File: src/rtl/gsr_pkg.sv
// Shared types and constants for the gyro spike rejector.
// Holds field widths, register reset values, register indexes and the
// structs that pass between the front queue, the back stage and the top level.
`timescale 1ns / 1ps

package gsr_pkg;

	// Fixed field widths.
	localparam int CHANNEL_W   = 4;
	localparam int THRESH_W    = 16;
	localparam int LIMIT_W     = 4;
	localparam int COUNT_W     = 4;
	localparam int CFG_INDEX_W = 4;
	localparam int CFG_DATA_W  = 16;

	// Register reset values: 0.048 in units of 2^-10 rounds to 49.
	localparam logic [THRESH_W-1:0] THRESH_RESET = 16'd49;
	localparam logic [LIMIT_W-1:0]  LIMIT_RESET  = 4'd6;

	// Configuration register indexes.
	typedef enum logic [CFG_INDEX_W-1:0] {
		REG_SPIKE_THRESHOLD = 4'd0,
		REG_PERSIST_LIMIT   = 4'd1
	} cfg_reg_t;

	// Control part of one queued item, produced by the front classifier.
	typedef struct packed {
		logic                 in_range;
		logic [CHANNEL_W-1:0] channel;
	} gsr_ctl_t;

	// Live configuration handed to the back stage.
	typedef struct packed {
		logic [THRESH_W-1:0] threshold;
		logic [LIMIT_W-1:0]  limit;
	} gsr_cfg_t;

endpackage

File: src/rtl/gsr_front.sv
// Front part of the gyro spike rejector: accepts samples, classifies the
// channel index and holds items in a two-entry queue for the back stage.
// Depends on gsr_pkg.
`timescale 1ns / 1ps

module gsr_front #(
	parameter int CHANNELS     = 9,
	parameter int SAMPLE_WIDTH = 16
) (
	input  logic                             clk,
	input  logic                             arst_n,
	input  logic                             in_valid,
	output logic                             in_ready,
	input  logic [gsr_pkg::CHANNEL_W-1:0]    in_channel,
	input  logic [SAMPLE_WIDTH-1:0]          in_sample,
	output logic                             head_valid,
	output gsr_pkg::gsr_ctl_t                head_ctl,
	output logic [SAMPLE_WIDTH-1:0]          head_sample,
	input  logic                             head_pop
);

	gsr_pkg::gsr_ctl_t           ctl_q [2];
	logic [SAMPLE_WIDTH-1:0]     smp_q [2];
	logic                        wr_ptr_q;
	logic                        rd_ptr_q;
	logic [1:0]                  count_q;
	gsr_pkg::gsr_ctl_t           ctl_in;
	logic                        push;
	logic                        pop;

	// Classify the incoming item: only channels below CHANNELS touch state.
	always_comb begin
		ctl_in.channel  = in_channel;
		ctl_in.in_range = (32'(in_channel) < CHANNELS);
	end

	assign in_ready    = (count_q != 2'd2);
	assign push        = in_valid && in_ready;
	assign head_valid  = (count_q != 2'd0);
	assign pop         = head_pop && head_valid;
	assign head_ctl    = ctl_q[rd_ptr_q];
	assign head_sample = smp_q[rd_ptr_q];

	// Queue pointers and fill count.
	always_ff @(posedge clk or negedge arst_n) begin
		if (!arst_n) begin
			wr_ptr_q <= 1'b0;
			rd_ptr_q <= 1'b0;
			count_q  <= 2'd0;
		end else begin
			if (push) begin
				wr_ptr_q <= ~wr_ptr_q;
			end
			if (pop) begin
				rd_ptr_q <= ~rd_ptr_q;
			end
			if (push && !pop) begin
				count_q <= count_q + 2'd1;
			end else if (pop && !push) begin
				count_q <= count_q - 2'd1;
			end
		end
	end

	// Queue payload storage.
	always_ff @(posedge clk) begin
		if (push) begin
			ctl_q[wr_ptr_q] <= ctl_in;
			smp_q[wr_ptr_q] <= in_sample;
		end
	end

endmodule

File: src/rtl/gsr_back.sv
// Back part of the gyro spike rejector: per-channel held sample and
// rejection count, the step test, and the output register.
// Depends on gsr_pkg.
`timescale 1ns / 1ps

module gsr_back #(
	parameter int CHANNELS     = 9,
	parameter int SAMPLE_WIDTH = 16
) (
	input  logic                             clk,
	input  logic                             arst_n,
	input  gsr_pkg::gsr_cfg_t                cfg,
	input  logic                             head_valid,
	input  gsr_pkg::gsr_ctl_t                head_ctl,
	input  logic [SAMPLE_WIDTH-1:0]          head_sample,
	output logic                             head_pop,
	output logic                             out_valid,
	input  logic                             out_ready,
	output logic [gsr_pkg::CHANNEL_W-1:0]    out_channel,
	output logic [SAMPLE_WIDTH-1:0]          out_filtered,
	output logic                             out_rejected
);

	// Only channels that the index field can reach need storage.
	localparam int MAX_CH = 1 << gsr_pkg::CHANNEL_W;
	localparam int DEPTH  = (CHANNELS < MAX_CH) ? CHANNELS : MAX_CH;
	localparam int IDX_W  = (DEPTH > 1) ? $clog2(DEPTH) : 1;
	localparam int MAG_W  = SAMPLE_WIDTH + 1;
	localparam int CMP_W  = (MAG_W > gsr_pkg::THRESH_W) ? MAG_W : gsr_pkg::THRESH_W;

	logic [SAMPLE_WIDTH-1:0]         last_good_q [DEPTH];
	logic [gsr_pkg::COUNT_W-1:0]     reject_count_q [DEPTH];
	logic                            out_valid_q;
	logic [gsr_pkg::CHANNEL_W-1:0]   out_channel_q;
	logic [SAMPLE_WIDTH-1:0]         out_filtered_q;
	logic                            out_rejected_q;

	logic                            take;
	logic [IDX_W-1:0]                idx;
	logic [SAMPLE_WIDTH-1:0]         held;
	logic [gsr_pkg::COUNT_W-1:0]     count_cur;
	logic [MAG_W-1:0]                diff;
	logic [MAG_W-1:0]                mag;
	logic                            big_step;
	logic [gsr_pkg::COUNT_W-1:0]     count_inc;
	logic                            reject;

	// An item moves on when the output register is empty or being drained.
	assign take     = head_valid && (!out_valid_q || out_ready);
	assign head_pop = take;

	// Step test against the held sample of this channel.
	always_comb begin
		idx       = IDX_W'(head_ctl.channel);
		held      = last_good_q[idx];
		count_cur = reject_count_q[idx];
		diff      = {head_sample[SAMPLE_WIDTH-1], head_sample} - {held[SAMPLE_WIDTH-1], held};
		mag       = diff[MAG_W-1] ? (~diff + MAG_W'(1)) : diff;
		big_step  = CMP_W'(mag) > CMP_W'(cfg.threshold);
		count_inc = count_cur + gsr_pkg::COUNT_W'(1);
		reject    = head_ctl.in_range && big_step && (count_inc < cfg.limit);
	end

	// Per-channel state update.
	always_ff @(posedge clk or negedge arst_n) begin
		if (!arst_n) begin
			for (int i = 0; i < DEPTH; i++) begin
				last_good_q[i]    <= '0;
				reject_count_q[i] <= '0;
			end
		end else if (take && head_ctl.in_range) begin
			if (reject) begin
				reject_count_q[idx] <= count_inc;
			end else begin
				last_good_q[idx]    <= head_sample;
				reject_count_q[idx] <= '0;
			end
		end
	end

	// Output register valid flag.
	always_ff @(posedge clk or negedge arst_n) begin
		if (!arst_n) begin
			out_valid_q <= 1'b0;
		end else if (take) begin
			out_valid_q <= 1'b1;
		end else if (out_ready) begin
			out_valid_q <= 1'b0;
		end
	end

	// Output register payload.
	always_ff @(posedge clk) begin
		if (take) begin
			out_channel_q  <= head_ctl.channel;
			out_filtered_q <= reject ? held : head_sample;
			out_rejected_q <= reject;
		end
	end

	assign out_valid    = out_valid_q;
	assign out_channel  = out_channel_q;
	assign out_filtered = out_filtered_q;
	assign out_rejected = out_rejected_q;

endmodule

File: src/rtl/gyro_spike_rejector.sv
// Path: a sample accepted into the front queue passes the step test and is
// registered in the back-stage output register before it is offered.
// Throughput: one sample per cycle unless the result side stalls, set by the
// per-channel state read, step test and update in the back stage; a two-entry
// queue and the output register let input and output stall independently.
// Reset: asynchronous, clears held samples and counts to zero, threshold 49, limit 6.
`timescale 1ns / 1ps

module gyro_spike_rejector #(
	parameter int CHANNELS     = 9,
	parameter int SAMPLE_WIDTH = 16
) (
	input  logic                                clk,
	input  logic                                arst_n,
	// Configuration write channel.
	input  logic                                cfg_valid,
	output logic                                cfg_ready,
	input  logic [gsr_pkg::CFG_INDEX_W-1:0]     cfg_index,
	input  logic [gsr_pkg::CFG_DATA_W-1:0]      cfg_data,
	// Sample stream in.
	input  logic                                s_tvalid,
	output logic                                s_tready,
	// Fields from bit 0: channel (4), sample (SAMPLE_WIDTH), zero pad.
	input  logic [((gsr_pkg::CHANNEL_W+SAMPLE_WIDTH+7)/8)*8-1:0] s_tdata,
	// Result stream out.
	output logic                                m_tvalid,
	input  logic                                m_tready,
	// Fields from bit 0: channel_out (4), filtered (SAMPLE_WIDTH), zero pad.
	output logic [((gsr_pkg::CHANNEL_W+SAMPLE_WIDTH+7)/8)*8-1:0] m_tdata,
	// Fields from bit 0: rejected (1).
	output logic [0:0]                          m_tuser
);

	localparam int DATA_W = ((gsr_pkg::CHANNEL_W + SAMPLE_WIDTH + 7) / 8) * 8;

	logic [gsr_pkg::THRESH_W-1:0]   threshold_q;
	logic [gsr_pkg::LIMIT_W-1:0]    limit_q;
	gsr_pkg::gsr_cfg_t              cfg;
	logic                           head_valid;
	gsr_pkg::gsr_ctl_t              head_ctl;
	logic [SAMPLE_WIDTH-1:0]        head_sample;
	logic                           head_pop;
	logic [gsr_pkg::CHANNEL_W-1:0]  out_channel;
	logic [SAMPLE_WIDTH-1:0]        out_filtered;
	logic                           out_rejected;

	// Configuration registers; writes outside the list are dropped.
	assign cfg_ready = 1'b1;

	always_ff @(posedge clk or negedge arst_n) begin
		if (!arst_n) begin
			threshold_q <= gsr_pkg::THRESH_RESET;
			limit_q     <= gsr_pkg::LIMIT_RESET;
		end else if (cfg_valid && cfg_ready) begin
			unique case (cfg_index)
				gsr_pkg::REG_SPIKE_THRESHOLD: begin
					threshold_q <= cfg_data;
				end
				gsr_pkg::REG_PERSIST_LIMIT: begin
					limit_q <= cfg_data[gsr_pkg::LIMIT_W-1:0];
				end
				default: begin
				end
			endcase
		end
	end

	always_comb begin
		cfg.threshold = threshold_q;
		cfg.limit     = limit_q;
	end

	// Front: accept, classify, queue.
	gsr_front #(
		.CHANNELS     (CHANNELS),
		.SAMPLE_WIDTH (SAMPLE_WIDTH)
	) u_front (
		.clk         (clk),
		.arst_n      (arst_n),
		.in_valid    (s_tvalid),
		.in_ready    (s_tready),
		.in_channel  (s_tdata[gsr_pkg::CHANNEL_W-1:0]),
		.in_sample   (s_tdata[gsr_pkg::CHANNEL_W +: SAMPLE_WIDTH]),
		.head_valid  (head_valid),
		.head_ctl    (head_ctl),
		.head_sample (head_sample),
		.head_pop    (head_pop)
	);

	// Back: per-channel state and output register.
	gsr_back #(
		.CHANNELS     (CHANNELS),
		.SAMPLE_WIDTH (SAMPLE_WIDTH)
	) u_back (
		.clk          (clk),
		.arst_n       (arst_n),
		.cfg          (cfg),
		.head_valid   (head_valid),
		.head_ctl     (head_ctl),
		.head_sample  (head_sample),
		.head_pop     (head_pop),
		.out_valid    (m_tvalid),
		.out_ready    (m_tready),
		.out_channel  (out_channel),
		.out_filtered (out_filtered),
		.out_rejected (out_rejected)
	);

	// Pack the result fields, padding with zeros.
	assign m_tdata = DATA_W'({out_filtered, out_channel});
	assign m_tuser = out_rejected;

endmodule

File: config.mk
export PLATFORM = sky130hd
export DESIGN_NAME = gyro_spike_rejector
export DESIGN_NICKNAME = d
export VERILOG_FILES = /design/src/rtl/gsr_pkg.sv /design/src/rtl/gsr_front.sv /design/src/rtl/gsr_back.sv /design/src/rtl/gyro_spike_rejector.sv
export SDC_FILE = /design/constraint.sdc
export NUM_CORES = 1
export LEC_CHECK = 0
export BUFFER_PORTS_ARGS = -buffer_cell sky130_fd_sc_hd__buf_2
export CAP_MARGIN = 30
export CORE_ASPECT_RATIO = 1.25
export CORE_MARGIN = 1
export CORE_UTILIZATION = 30
export CTS_BUF_LIST = sky130_fd_sc_hd__clkbuf_8 sky130_fd_sc_hd__clkbuf_16
export DETAILED_ROUTE_END_ITERATION = 7
export GPL_ROUTABILITY_DRIVEN = 1
export PLACE_DENSITY = 0.44
export RECOVER_POWER = 100
export REMOVE_ABC_BUFFERS = 1
export SKIP_CTS_REPAIR_TIMING = 1
export SLEW_MARGIN = 20
export SYNTH_ARGS = -nofsm -noshare
export SYNTH_HDL_FRONTEND = slang
export SYNTH_SLANG_ARGS = --single-unit
File: constraint.sdc
create_clock -name clk -period 8.9 [get_ports clk]
set_clock_uncertainty 0.05 [all_clocks]
set_input_delay 1.335 -clock clk [delete_from_list [all_inputs] [get_ports clk]]
set_output_delay 1.335 -clock clk [all_outputs]
set_load 0.01 [all_outputs]
## Yosys cells after proc, flatten, opt, wreduce, memory -nomap -nowiden

Memories as Yosys holds them, arrays and structs flattened.
Index checks and enable logic that the tools add are counted.

| operators by class | value |
|---|---|
| $add $sub $neg | 5 |
| magnitude comparators | 5 |
| equality and inequality tests | 2 |
| mux-type cells | 21 |
| bitwise operators | 7 |
| reduce and logical (&&, ||, !) cells | 20 |

Operator list:

| cell | number |
|---|---|
| bitwise mux 144 bit | 1 |
| binary-select mux 16 bit (select 4 bit) | 1 |
| demux 16 bit (select 4 bit) | 1 |
| two-way mux 16 bit | 4 |
| AND 36 bit | 1 |
| bitwise mux 36 bit | 1 |
| two-way mux 36 bit | 1 |
| inverter 36 bit | 1 |
| adder 17 x 1 -> 17 bit, second input constant | 1 |
| greater-than comparator 17 x 16 -> 1 bit | 1 |
| two-way mux 17 bit | 1 |
| inverter 17 bit | 1 |
| subtractor 16 x 16 -> 17 bit | 1 |
| binary-select mux 4 bit (select 4 bit) | 1 |
| demux 4 bit (select 4 bit) | 1 |
| two-way mux 4 bit | 3 |
| logical AND 1 bit | 9 |
| AND reduction 2 bit | 3 |
| nonzero test 2 bit | 3 |
| >= comparator 5 bit, second input constant | 1 |
| < comparator 5 x 1 -> 1 bit, second input constant | 1 |
| inverter 4 -> 5 bit | 1 |
| adder 4 x 1 -> 4 bit, second input constant | 1 |
| equality test 4 x 1 -> 1 bit, second input constant | 1 |
| other kinds (11) | 19 |

| storage, ports and cells | value |
|---|---|
| register bits | 226 |
| RAM bits | 42 |
| input bits | 49 |
| output and inout port bits | 28 |
| word-level logic and storage cells | 89 |
| memories | 2 |

Memories:

| name | words | bits a word | read ports | clocked after memory_dff | write ports | line | text |
|---|---|---|---|---|---|---|---|
| u_front.smp_q | 2 | 16 | 1 | 0 | 1 | gsr_front.sv:23 | `logic [SAMPLE_WIDTH-1:0] smp_q [2];` |
| u_front.ctl_q | 2 | 5 | 1 | 0 | 1 | gsr_front.sv:22 | `gsr_pkg::gsr_ctl_t ctl_q [2];` |

## Logic depth before layout (Yosys ltp)

Gate-level depths: netlist (run 1).
An unclocked memory read counts as a cell.

| logic depth | value |
|---|---|
| word-level depth | 14 |
| mapped depth | 34 |

## By module

Synthesis (run 1) repeated with hierarchy kept, for this count alone.

| second synthesis, totals | value |
|---|---|
| cells, all modules | 1104 |
| area, all modules | 13934.6 µm² |

By module, submodules not included:

| module | instances | cells an instance | area each (µm²) | seq. area each (µm²) |
|---|---|---|---|---|
| gsr_back | 1 | 969 | 11343.4 | 5159.9 |
| gsr_front | 1 | 84 | 1739.2 | 1361.3 |
| gyro_spike_rejector | 1 | 51 | 852.1 | 506.7 |

## Worst setup path after synthesis (run 1)

Ideal clock, no wire load.

| timing path | value |
|---|---|
| path kind | reg-to-reg |
| start | register u_front.rd_ptr_q |
| end | register u_back.out_filtered_q[10], in the netlist u_back.out_filtered[10], data pin |
| library setup time | 0.272 ns |
| arrival | 7.917 ns |
| setup slack | 0.660 ns |
| cell stages (with the launch flop) | 33 |
| clock period less this slack | 8.240 ns |
| cells stage by stage | dfrtp_1 -> buf_6 -> buf_6 -> mux2i_1 -> buf_2 -> buf_1 -> mux4_2 -> nand2_1 -> a21oi_1 -> a21oi_1 -> ha_1 -> a211o_1 -> o221a_2 -> nor2_1 -> or2_1 -> mux2_2 -> a31oi_2 -> a211oi_1 -> a21oi_1 -> xnor2_1 -> ha_1 -> a21oi_1 -> nor2b_1 -> o21ai_0 -> nand2b_1 -> a2111oi_0 -> a21o_1 -> buf_1 -> buf_1 -> o31ai_1 -> o211ai_2 -> buf_2 -> mux2i_1 |

| on the way | value |
|---|---|
| word-level cells in the longest chain between the ends | 13 |
| elaborated cells between the ends (all ways) | 19 |
| classes of those cells | add/sub (3); order compare (2); mux (8); bitwise (2); reduce/logical (2); memory (2) |

RTL lines:

| what | line | text |
|---|---|---|
| from (decl) | gsr_front.sv:25 | `logic rd_ptr_q;` |
| from (signal assigned) | gsr_front.sv:55 | `rd_ptr_q <= ~rd_ptr_q;` |
| memory (2 x 5 bit) | n/a |  |
| inverter 4 -> 5 bit (not written as such) | gsr_back.sv:55, gsr_back.sv:56 |  |
| binary-select mux 16 bit (select 4 bit) | gsr_back.sv:55 | `held = last_good_q[idx];` |
| two-way mux 16 bit (not written as such) (2 in a row) | gsr_back.sv:55 |  |
| subtractor 16 x 16 -> 17 bit | gsr_back.sv:57 | `diff = {head_sample[SAMPLE_WIDTH-1], head_sample} - {held[SAMPLE_WIDTH-1], held};` |
| inverter 17 bit | gsr_back.sv:58 | `mag = diff[MAG_W-1] ? (~diff + MAG_W'(1)) : diff;` |
| adder 17 x 1 -> 17 bit | gsr_back.sv:58 |  |
| two-way mux 17 bit | gsr_back.sv:58 |  |
| greater-than comparator 17 x 16 -> 1 bit | gsr_back.sv:59 | `big_step = CMP_W'(mag) > CMP_W'(cfg.threshold);` |
| logical AND 1 bit (2 in a row) | gsr_back.sv:61 | `reject = head_ctl.in_range && big_step && (count_inc < cfg.limit);` |
| two-way mux 16 bit (*) | gsr_back.sv:96 | `out_filtered_q <= reject ? held : head_sample;` |
| to (signal assigned) | gsr_back.sv:96 |  |
| to (decl) | gsr_back.sv:35 | `logic [SAMPLE_WIDTH-1:0] out_filtered_q;` |

Mark *: on every way between the ends. The rest lies on a longest branch, timed or not. The select of a mux whose other input is x is not followed.
A chain may end at the register's enable or synchronous reset.

## Worst setup path after layout (run 1)

| timing path | value |
|---|---|
| start | register u_front.rd_ptr_q |
| end | register u_back.out_filtered_q[7], in the netlist u_back.out_filtered[7], data pin |

The elaborated chain is that of the path after synthesis.

==> out/results.tsv, run 1 <==
stage	metric	value	unit
status	status	finished, violations left	
status	failing checks	design-rule violations, max-capacitance violations, max-slew violations	
worst_setup_path	Worst setup startpoint	u_front.rd_ptr_q	
drt	routed length per placed instance	24.6	um
synth	Mapped Area	15800	sq um
placement	dpl ws	0.808	ns
synth	number of distinct library cells after synthesis	82	
grt	largest net degree at the start of global routing	101	
placement	RD Place Congestion	0.864	
cells_and_area	post-route cell area	17900	sq um
grt	total global-route track usage	20.1	%
timing	Final Slew Violations	123	
synth	mean area per synthesized cell	11.0	sq um
floorplanning	row count	93	
grt	initial antenna violation count	0	
timing	final worst setup slack	0.751	ns
drt	Residual DRC	5	
floorplanning	CORE AREA	51700	sq um
grt	first-pass GRT wire length	79.9	mm
placement	number of port buffers	67	
floorplanning	die area	53400	sq um
worst_setup_path	crit-path max FO	20	
run	Max Cap Viol	2	
drt	met2 routed WL	25.4	mm
power_and_ir_drop	PwrDens	466	nW/um^2
worst_setup_path	most used cell, CP	a21oi_1	
synth	FF+latch count, synth	268	
cells_and_area	share of cells above drive strength 1	16.0	%
power_and_ir_drop	peak supply drop	0.000402	V
worst_setup_path	crit start category	register	
worst_setup_path	Critical Path Sink Type	register	
cells_and_area	Syn-to-layout area delta	13.3	%
drt	initial drt markers	935	
drt	Initial DRT Pass Iterations	8	
timing	Setup-failing EPs final	0	
cells_and_area	n_diodes	0	
worst_setup_path	crit path kind	reg -> reg	
synth	Post-Syn Instances	1428	
cells_and_area	nets@finish	1572	
clocking	CTS root buffer	clkbuf_16	
timing	Least-Margin Pin Slew	5.86	ns
worst_setup_path	Worst path max stage delay	0.65	ns
worst_setup_path	Crit-path slowest cell	dfrtp_2	
synth	Seq/Total Area, Yosys	44.6	%
timing	Max Freq	123	MHz
placement	Post-DP Area	16900	sq um
cells_and_area	most common cell after layout, fill and taps aside	dfrtp_1	
clocking	H-tree depth	1	
clocking	clk_lat worst skew	0.58	ns
timing	RSZ-0062 raised after global routing	no	
grt	GRT overflow	0	
clocking	Clock Sinks	268	
floorplanning	IO Pins	77	
hold_path	Hold Path Cell Cnt	2	
hold_path	hold path endpoint	u_back.reject_count_q[30]	
worst_setup_path	required time of the critical path	9.15	ns
placement	hpwl dp	33.6	mm
timing	final setup TNS	0	ns
worst_setup_path	RR Endpoint	u_back.out_filtered[7]	
synth	Synth Flop Type	dfrtp_1	
hold_path	Hold WC Path Type	reg -> reg	
worst_setup_path	worst reg-to-reg path cell count	25	
cells_and_area	final core occ	34.6	%
worst_setup_path	Reg2Reg Launch Point	u_front.rd_ptr_q	
worst_setup_path	crit-path leading delay family	compound AO/OA/AOI/OAI gates	
floorplanning	width of the die	207	um
power_and_ir_drop	Pleak	7.60	nW
grt	number of global-route vias before repair	12211	
drt	met3 WL	2.26	mm
worst_setup_path	arrival time at the worst endpoint	8.40	ns
synth	post-synthesis async set-or-reset flop share	76.5	%
worst_setup_path	register-to-register setup slack	0.75	ns
timing	Slew Limit Headroom	-291	%
clocking	clock tree buffer depth	3	
drt	vias post-DR	12120	
drt	top sig layer	met4	
timing	Final Cycle Share	91.6	%
drt	vias per inst	5.57	
floorplanning	starting density of the core	30.5	%
synth	Synth Warn #	0	
clocking	CTS Buf Count	31	
drt	total wire length	53.5	mm
timing	Hold Vio Cnt, Final	0	
clocking	CTS tree	built	
drt	Final ANT Viol Nets	0	
drt	metal1 wirelength	24.0	mm
hold_path	hold path start	u_back.reject_count_q[30]	
timing	Final min period	8.15	ns
worst_setup_path	Buf/Inv on CP	2	
synth	Post-synth EDFFs	63	
clocking	Worst-path clk slew	0.06	ns
floorplanning	Chip Height	258	um
cells_and_area	fill count	5200	
cells_and_area	most frequent cells in the layout	dfrtp_1 (199), inv_1 (159), o221a_1 (141)	
[final cells by class]
cell class | instances | area (sq um) | area share, %
well taps | 665 | 832 | 4.66
clock inverters | 20 | 163 | 0.911
multi-input cells | 894 | 7640 | 42.8
clock buffers | 37 | 858 | 4.81
repair buffers | 125 | 709 | 3.97
inverters | 165 | 619 | 3.47
flip-flops and latches | 268 | 7030 | 39.4
[cell families (layout without fill, tap and decap cells)]
kind of cell / count (synthesis) / count (layout) / synth area share (%)
and+or+nand+nor: 223 / 223 / 6.39
AOI/OAI and AO/OA: 500 / 500 / 27.6
other: 2 / 5 / 0.0477
buffers and inverters: 269 / 347 / 7.24
adders and majority gates: 38 / 38 / 3.02
DFF: 268 / 268 / 44.6
xor gates and xnor gates: 32 / 32 / 1.83
muxes: 96 / 96 / 9.29
[stage by stage]
step	hold WS [ns]	std cells	total power, mW
floorplan	0.393	1327	5.50
global placement	0.407	2116	7.04
detailed placement	0.413	2117	7.09
CTS	0.426	2174	8.43
global route	0.451	2174	8.95
finish	0.423	2174	8.31
[synthesized netlist by cell type (12+ instances only)]
library cell	n	area share (%)
a22oi_1	114	5.4
inv_2	15	0.36
inv_1	149	3.5
o21ai_0	30	0.95
nor2_1	49	1.2
xnor2_1	20	1.1
ha_1	38	3.0
a2bb2oi_1	33	1.8
mux4_2	38	5.4
mux2_2	19	1.4
clkbuf_1	66	1.6
edfxtp_1	63	12
buf_2	15	0.48
mux2i_1	38	2.4
a21oi_1	54	1.7
o31ai_1	33	1.6
nand2_1	110	2.6
o221a_1	141	10
dfrtp_1	200	32
buf_6	12	0.86
[metal layers]
layer,vias up,global-route usage (%)
met5,-,0
met4,0,7.18
met3,93,1.71
met2,349,33.0
met1,6118,27.5
li1,5560,-
[worst register-to-register path: cells and delay by family (launching register included)]
family,cells,cell delay [ns]
compound gates,12,3.55
mux,3,1.36
buf+inv,2,0.84
fa+ha+maj,2,0.68
flops,1,0.65
simple gates,5,0.61
xor+xnor,1,0.16
[power breakdown]
| part | switching [mW] | leakage, nW | internal [mW] |
|---|---|---|---|
| Combinational | 2.96 | 3.86 | 1.98 |
| Sequential | 0.316 | 3.19 | 1.75 |
| Clock | 0.533 | 0.542 | 0.763 |
| Total | 3.81 | 7.60 | 4.50 |
[sequential cells by signal, summed over array words and instances (netlist names)]
name                   cells
u_back.out_valid           1
u_front.rd_ptr_q           1
u_front.count_q            2
u_back.last_good_q       144
threshold_q               16
limit_q                    4
u_front.smp_q             32
u_back.out_filtered       16
u_front.wr_ptr_q           1
u_back.reject_count_q     36
u_back.out_channel         4
u_back.out_rejected        1
u_front.ctl_q             10
[worst max-delay path by stage]
stage,end,slack [ns],cells after the start
6_report,u_back.out_filtered[7],0.75,25
5_1_grt,u_back.out_filtered[12],0.11,22
4_1_cts,u_back.out_filtered[2],0.79,26
3_5_place_dp,u_back.out_filtered[2],0.81,26
3_3_place_gp,u_back.out_filtered[2],0.76,26
2_1_floorplan,u_back.out_filtered[0],-2.50,25
(Power assumes the default switching activity.)
==> inputs of run 2 (changes only) <==
Settings changed: BUFFER_PORTS_ARGS -buffer_cell sky130_fd_sc_hd__buf_2 to default, DONT_BUFFER_PORTS from default to 1, PLACE_DENSITY 0.44 to 0.43.
==> out/results.tsv, run 2 (synthesis gave the netlist of run 1 again) <==
stage	metric	value	unit	change
status	status	finished, violations left		
status	failing checks	design-rule violations, max-capacitance violations, max-slew violations		
drt	Residual DRC	8		+3
cells_and_area	n_diodes	0		unchanged
floorplanning	row count	93		unchanged
worst_setup_path	arrival time at the worst endpoint	8.76	ns	+0.36 ns
worst_setup_path	required time of the critical path	9.32	ns	+0.17 ns
clocking	CTS Buf Count	34		+9.7%
power_and_ir_drop	peak supply drop	0.000381	V	-5.3%
grt	largest net degree at the start of global routing	206		+100%
worst_setup_path	crit start category	register		
placement	hpwl dp	33.8	mm	+0.59%
grt	number of global-route vias before repair	12218		+0.057%
timing	Max Freq	120	MHz	-2.3%
worst_setup_path	Critical Path Sink Type	register		
cells_and_area	nets@finish	1501		-4.5%
grt	first-pass GRT wire length	81.9	mm	+2.6%
timing	Hold Vio Cnt, Final	0		unchanged
drt	Initial DRT Pass Iterations	8		unchanged
floorplanning	starting density of the core	30.5	%	unchanged
worst_setup_path	Crit-path slowest cell	dfrtp_2		
power_and_ir_drop	Pleak	7.41	nW	-2.4%
floorplanning	CORE AREA	51700	sq um	unchanged
worst_setup_path	crit-path leading delay family	compound AO/OA/AOI/OAI gates		
worst_setup_path	Worst setup startpoint	u_front.rd_ptr_q		
cells_and_area	largest registers	u_back.last_good_q: 144 flops, u_back.reject_count_q: 36 flops, u_front.smp_q: 32 flops		
clocking	CTS tree	built		
clocking	CTS root buffer	clkbuf_16		
timing	RSZ-0062 raised after global routing	no		
cells_and_area	final core occ	34.1	%	-0.50 points
grt	GRT overflow	0		unchanged
worst_setup_path	Worst path max stage delay	0.63	ns	-0.02 ns
cells_and_area	share of cells above drive strength 1	15.3	%	-0.76 points
clocking	Worst-path clk slew	0.06	ns	about the same
hold_path	hold path start	u_back.reject_count_q[13]		
timing	Final Slew Violations	42		-66%
cells_and_area	max reg flops	144		unchanged
drt	routed length per placed instance	26.0	um	+5.5%
cells_and_area	Syn-to-layout area delta	11.7	%	
clocking	clk_lat worst skew	0.57	ns	about the same
worst_setup_path	Reg2Reg Launch Point	u_front.rd_ptr_q		
worst_setup_path	crit-path max FO	19		-5.0%
drt	Final ANT Viol Nets	0		unchanged
timing	WHS	0.424	ns	+0.000749 ns
cells_and_area	most frequent cells in the layout	dfrtp_1 (199), inv_1 (155), o221a_1 (141)		
run	Max Cap Viol	2		unchanged
drt	initial drt markers	972		+4.0%
timing	Slew Limit Headroom	-20.6	%	+270 points
grt	total global-route track usage	20.7	%	+0.66 points
timing	Least-Margin Pin Slew	1.81	ns	-4.05 ns
timing	Setup-failing EPs final	0		unchanged
floorplanning	Chip Height	258	um	unchanged
placement	number of port buffers	0		-100%
worst_setup_path	crit path kind	reg -> reg		
cells_and_area	most common cell after layout, fill and taps aside	dfrtp_1		
drt	vias per inst	5.71		+2.4%
cells_and_area	Top reg by flops	u_back.last_good_q		
worst_setup_path	Buf/Inv on CP	4		+2
timing	Final min period	8.34	ns	+0.193 ns
clocking	clock tree buffer depth	3		unchanged
drt	total wire length	54.7	mm	+2.1%
grt	initial antenna violation count	0		unchanged
floorplanning	die area	53400	sq um	unchanged
power_and_ir_drop	PwrDens	477	nW/um^2	+2.4%
drt	vias post-DR	12022		-0.81%
timing	Final Cycle Share	93.7	%	+2.2 points
timing	final setup TNS	0	ns	unchanged
floorplanning	width of the die	207	um	unchanged
clocking	H-tree depth	2		+1
hold_path	Hold WC Path Type	reg -> reg		
clocking	Clock Sinks	268		unchanged
floorplanning	IO Pins	77		unchanged
placement	RD Place Congestion	0.849		-1.7%
-- run 2: per-layer routing --
layer	track usage [%]	routed length (um)	up-vias
li1	-	-	5435
met1	27.6	24000	6143
met2	34.2	26300	366
met3	3.23	2800	78
met4	6.67	1580	0
met5	0	0	-
-- run 2: path summary, 6_finish.rpt --
path / cells after the start / endpoint / slack (ns)
max reg2reg: 29 / u_back.last_good_q[75] / 0.56
max: 29 / u_back.last_good_q[75] / 0.56
min in group asynchronous: 0 / u_front.rd_ptr_q / 0.45
min: 2 / u_back.reject_count_q[13] / 0.42
max in group asynchronous: 0 / u_back.last_good_q[75] / 7.92
min reg2reg: 2 / u_back.reject_count_q[13] / 0.42
-- run 2: report_power, final --
group | switching, mW | internal, mW
Sequential | 0.351 | 1.76
Combinational | 2.97 | 1.94
Clock | 0.593 | 0.778
Total | 3.91 | 4.48
-- run 2: area by class of cell --
type	instances	area, sq um
Fill cell	5190	34100
Multi-Input combinational cell	894	7660
Sequential cell	268	7030
Clock buffer	36	878
Tap cell	665	832
Inverter	165	619
Timing Repair Buffer	51	380
Clock inverter	26	198
-- run 2: per-stage QoR --
stage / worst slack (ns) / cells / total power, mW / instance area (sq um)
2_1_floorplan: -2.50 / 1327 / 5.50 / 15200
3_3_place_gp: 0.687 / 2042 / 6.95 / 16500
3_5_place_dp: 0.530 / 2043 / 7.03 / 16600
4_1_cts: 0.510 / 2105 / 8.45 / 17600
5_1_grt: 0.0247 / 2105 / 8.99 / 17600
6_report: 0.557 / 2105 / 8.39 / 17600
-- run 2: tightest hold or removal path, cell delays in order, from the launching register on --
cell and delay, ns:
dfrtp_1 0.34, nand2_1 0.05, o31ai_1 0.05
==> inputs of run 3 (changes only) <==
Settings changed: ABC_CLOCK_PERIOD_IN_PS from default to 8900, CORE_UTILIZATION 30 to 50, PLACE_DENSITY 0.43 to 0.66.
==> out/results.tsv, run 3 (synthesis gave the netlist of run 1 again) <==
stage	metric	value	unit	change
power_and_ir_drop	peak supply drop	0.000339	V	-11%
clocking	CTS root buffer	clkbuf_16		
worst_setup_path	crit start category	register		
floorplanning	starting density of the core	50.8	%	+20 points
worst_setup_path	arrival time at the worst endpoint	8.74	ns	-0.02 ns
grt	GRT overflow	0		unchanged
worst_setup_path	crit path kind	reg -> reg		
cells_and_area	most common cell after layout, fill and taps aside	dfrtp_1		
placement	placed cells	1791		-12%
worst_setup_path	crit-path leading delay family	compound AO/OA/AOI/OAI gates		
worst_setup_path	Crit-path slowest cell	inv_1		
floorplanning	CORE AREA	31000	sq um	-40%
drt	total wire length	46.8	mm	-14%
drt	vias per inst	6.63		+16%
cells_and_area	share of cells above drive strength 1	14.3	%	-1.0 points
power_and_ir_drop	sequential share of power	25.8	%	+0.7 points
clocking	CTS Buf Count	29		-15%
timing	RSZ-0062 raised after global routing	no		
clocking	CTS tree	built		
power_and_ir_drop	Switch Pwr	3.70	mW	-5.4%
timing	final worst setup slack	0.501	ns	-0.0563 ns
worst_setup_path	Buf/Inv on CP	4		unchanged
cells_and_area	nets@finish	1503		+0.13%
drt	Initial DRT Pass Iterations	5		-3
grt	largest net degree at the start of global routing	206		unchanged
grt	total global-route track usage	29.3	%	+8.6 points
cells_and_area	max reg flops	144		unchanged
cells_and_area	fill count	2688		-48%
timing	Max Freq	119	MHz	-0.67%
drt	vias post-DR	12224		+1.7%
worst_setup_path	Worst path max stage delay	0.77	ns	+0.14 ns
drt	met2 routed WL	21.8	mm	-17%
grt	number of global-route vias before repair	12292		+0.61%
drt	top sig layer	met5		
cells_and_area	most frequent cells in the layout	dfrtp_1 (199), inv_1 (157), o221a_1 (141)		
timing	Least-Margin Pin Slew	1.57	ns	-0.238 ns
drt	Final ANT Viol Nets	0		unchanged
clocking	H-tree depth	1		-1
clocking	clk_lat worst skew	0.56	ns	about the same
grt	initial antenna violation count	1		+1
cells_and_area	Final Non-Filler Cells	1845		-12%
worst_setup_path	required time of the critical path	9.25	ns	-0.07 ns
worst_setup_path	Worst setup startpoint	u_front.rd_ptr_q		
timing	Final Slew Violations	62		+48%
clocking	Clock Sinks	268		unchanged
timing	Hold Vio Cnt, Final	0		unchanged
floorplanning	width of the die	161	um	-22%
drt	met3 WL	3.73	mm	+33%
floorplanning	die area	32200	sq um	-40%
placement	dpl ws	0.723	ns	+0.193 ns
worst_setup_path	crit-path max FO	27		+8
power_and_ir_drop	Internal	4.44	mW	-0.89%
clocking	Worst-path clk slew	0.06	ns	about the same
placement	number of port buffers	0		unchanged
timing	Final min period	8.40	ns	+0.0563 ns
timing	Setup-failing EPs final	0		unchanged
cells_and_area	largest registers	u_back.last_good_q: 144 flops, u_back.reject_count_q: 36 flops, u_front.smp_q: 32 flops		
drt	initial drt markers	1205		+24%
placement	RD Place Congestion	0.936		+10%
power_and_ir_drop	Clk pwr share	14.9	%	-1.5 points
timing	Slew Limit Headroom	-4.70	%	+16 points
placement	hpwl dp	30.5	mm	-9.7%
power_and_ir_drop	combinational power share	59.3	%	+0.8 points
hold_path	hold path start	u_back.reject_count_q[33]		
power_and_ir_drop	Pleak	7.32	nW	-1.3%
power_and_ir_drop	Final Total Pwr	8.14	mW	-3.0%
worst_setup_path	Reg2Reg Launch Point	u_front.rd_ptr_q		
cells_and_area	n_diodes	0		unchanged
status	failing checks	max-capacitance violations, max-slew violations		
worst_setup_path	Critical Path Sink Type	register		
drt	routed length per placed instance	25.4	um	-2.4%
drt	metal1 wirelength	18.8	mm	-22%
floorplanning	row count	72		-23%
cells_and_area	final core occ	55.4	%	+21 points
status	status	finished, violations left		
drt	Residual DRC	0		-8
power_and_ir_drop	PwrDens	474	nW/um^2	-0.64%
timing	Final Cycle Share	94.4	%	+0.63 points
clocking	clock tree buffer depth	3		unchanged
run	Max Cap Viol	4		+2
floorplanning	IO Pins	77		unchanged
power_and_ir_drop	switch share	45.5	%	-1.2 points
grt	first-pass GRT wire length	72.5	mm	-11%
hold_path	Hold WC Path Type	reg -> reg		
cells_and_area	Syn-to-layout area delta	9.01	%	
cells_and_area	Top reg by flops	u_back.last_good_q		
floorplanning	Chip Height	200	um	-22%
run 3: per-layer routing:
layer  global-route usage (%)  vias to the layer above
met2                     46.6                      582
met1                     38.6                     6069
met5                        0                        -
met3                     4.57                      133
met4                     15.6                        2
li1                         -                     5438
run 3: worst paths after layout:
kind	end	slack [ns]	cells after the start
worst max-delay path	u_back.reject_count_q[6]	0.50	27
worst min-delay path	u_back.reject_count_q[33]	0.42	2
worst max register to register	u_back.reject_count_q[6]	0.50	27
worst min register to register	u_back.reject_count_q[33]	0.42	2
max in group asynchronous	u_front.rd_ptr_q	7.88	0
min in group asynchronous	u_back.last_good_q[74]	0.43	0
run 3: worst register-to-register path, cell delays in order (launching register included):
cell and delay (ns):
dfrtp_2 0.51, buf_4 0.35, mux2i_2 0.13, inv_1 0.77, mux2i_1 0.17, o21ai_0 0.28, ha_1 0.22, inv_1 0.08
ha_1 0.23, a211o_1 0.33, o221a_2 0.30, nor2_1 0.26, or2_1 0.19, o32a_1 0.27, a31oi_1 0.27, a211oi_1 0.46
a21oi_1 0.15, xnor2_1 0.23, ha_1 0.28, a21oi_1 0.15, nor2b_1 0.06, o21ai_0 0.14, nand2b_1 0.07, a2111oi_0 0.63
a21oi_1 0.42, o211ai_4 0.62, clkbuf_4 0.47, o31ai_1 0.15
run 3: metrics by stage:
stage | hold WS, ns | setup TNS, ns | cell area [sq um]
after global routing | 0.411 | 0 | 17200
after global placement | 0.404 | 0 | 16200
after CTS | 0.401 | 0 | 17300
after floorplan | 0.393 | -380.35 | 15200
final | 0.424 | 0 | 17200
after detailed placement | 0.412 | 0 | 16300
run 3: power groups by stage:
stage	logic [mW]	registers (mW)	clock network, mW
floorplan	3.48	2.02	0
CTS	4.82	2.09	1.23
finish	4.82	2.10	1.21
global route	5.23	2.15	1.27
detailed placement	4.80	2.10	0
global placement	4.70	2.08	0
run 3: cell type report:
class / instances / area (sq um) / area share, %
repair buffers: 58 / 433 / 2.52
clock inverters: 23 / 201 / 1.17
clock buffers: 30 / 739 / 4.31
multi-input cells: 894 / 7640 / 44.5
inverters: 165 / 619 / 3.61
flip-flops and latches: 268 / 7030 / 40.9
well taps: 407 / 509 / 2.97
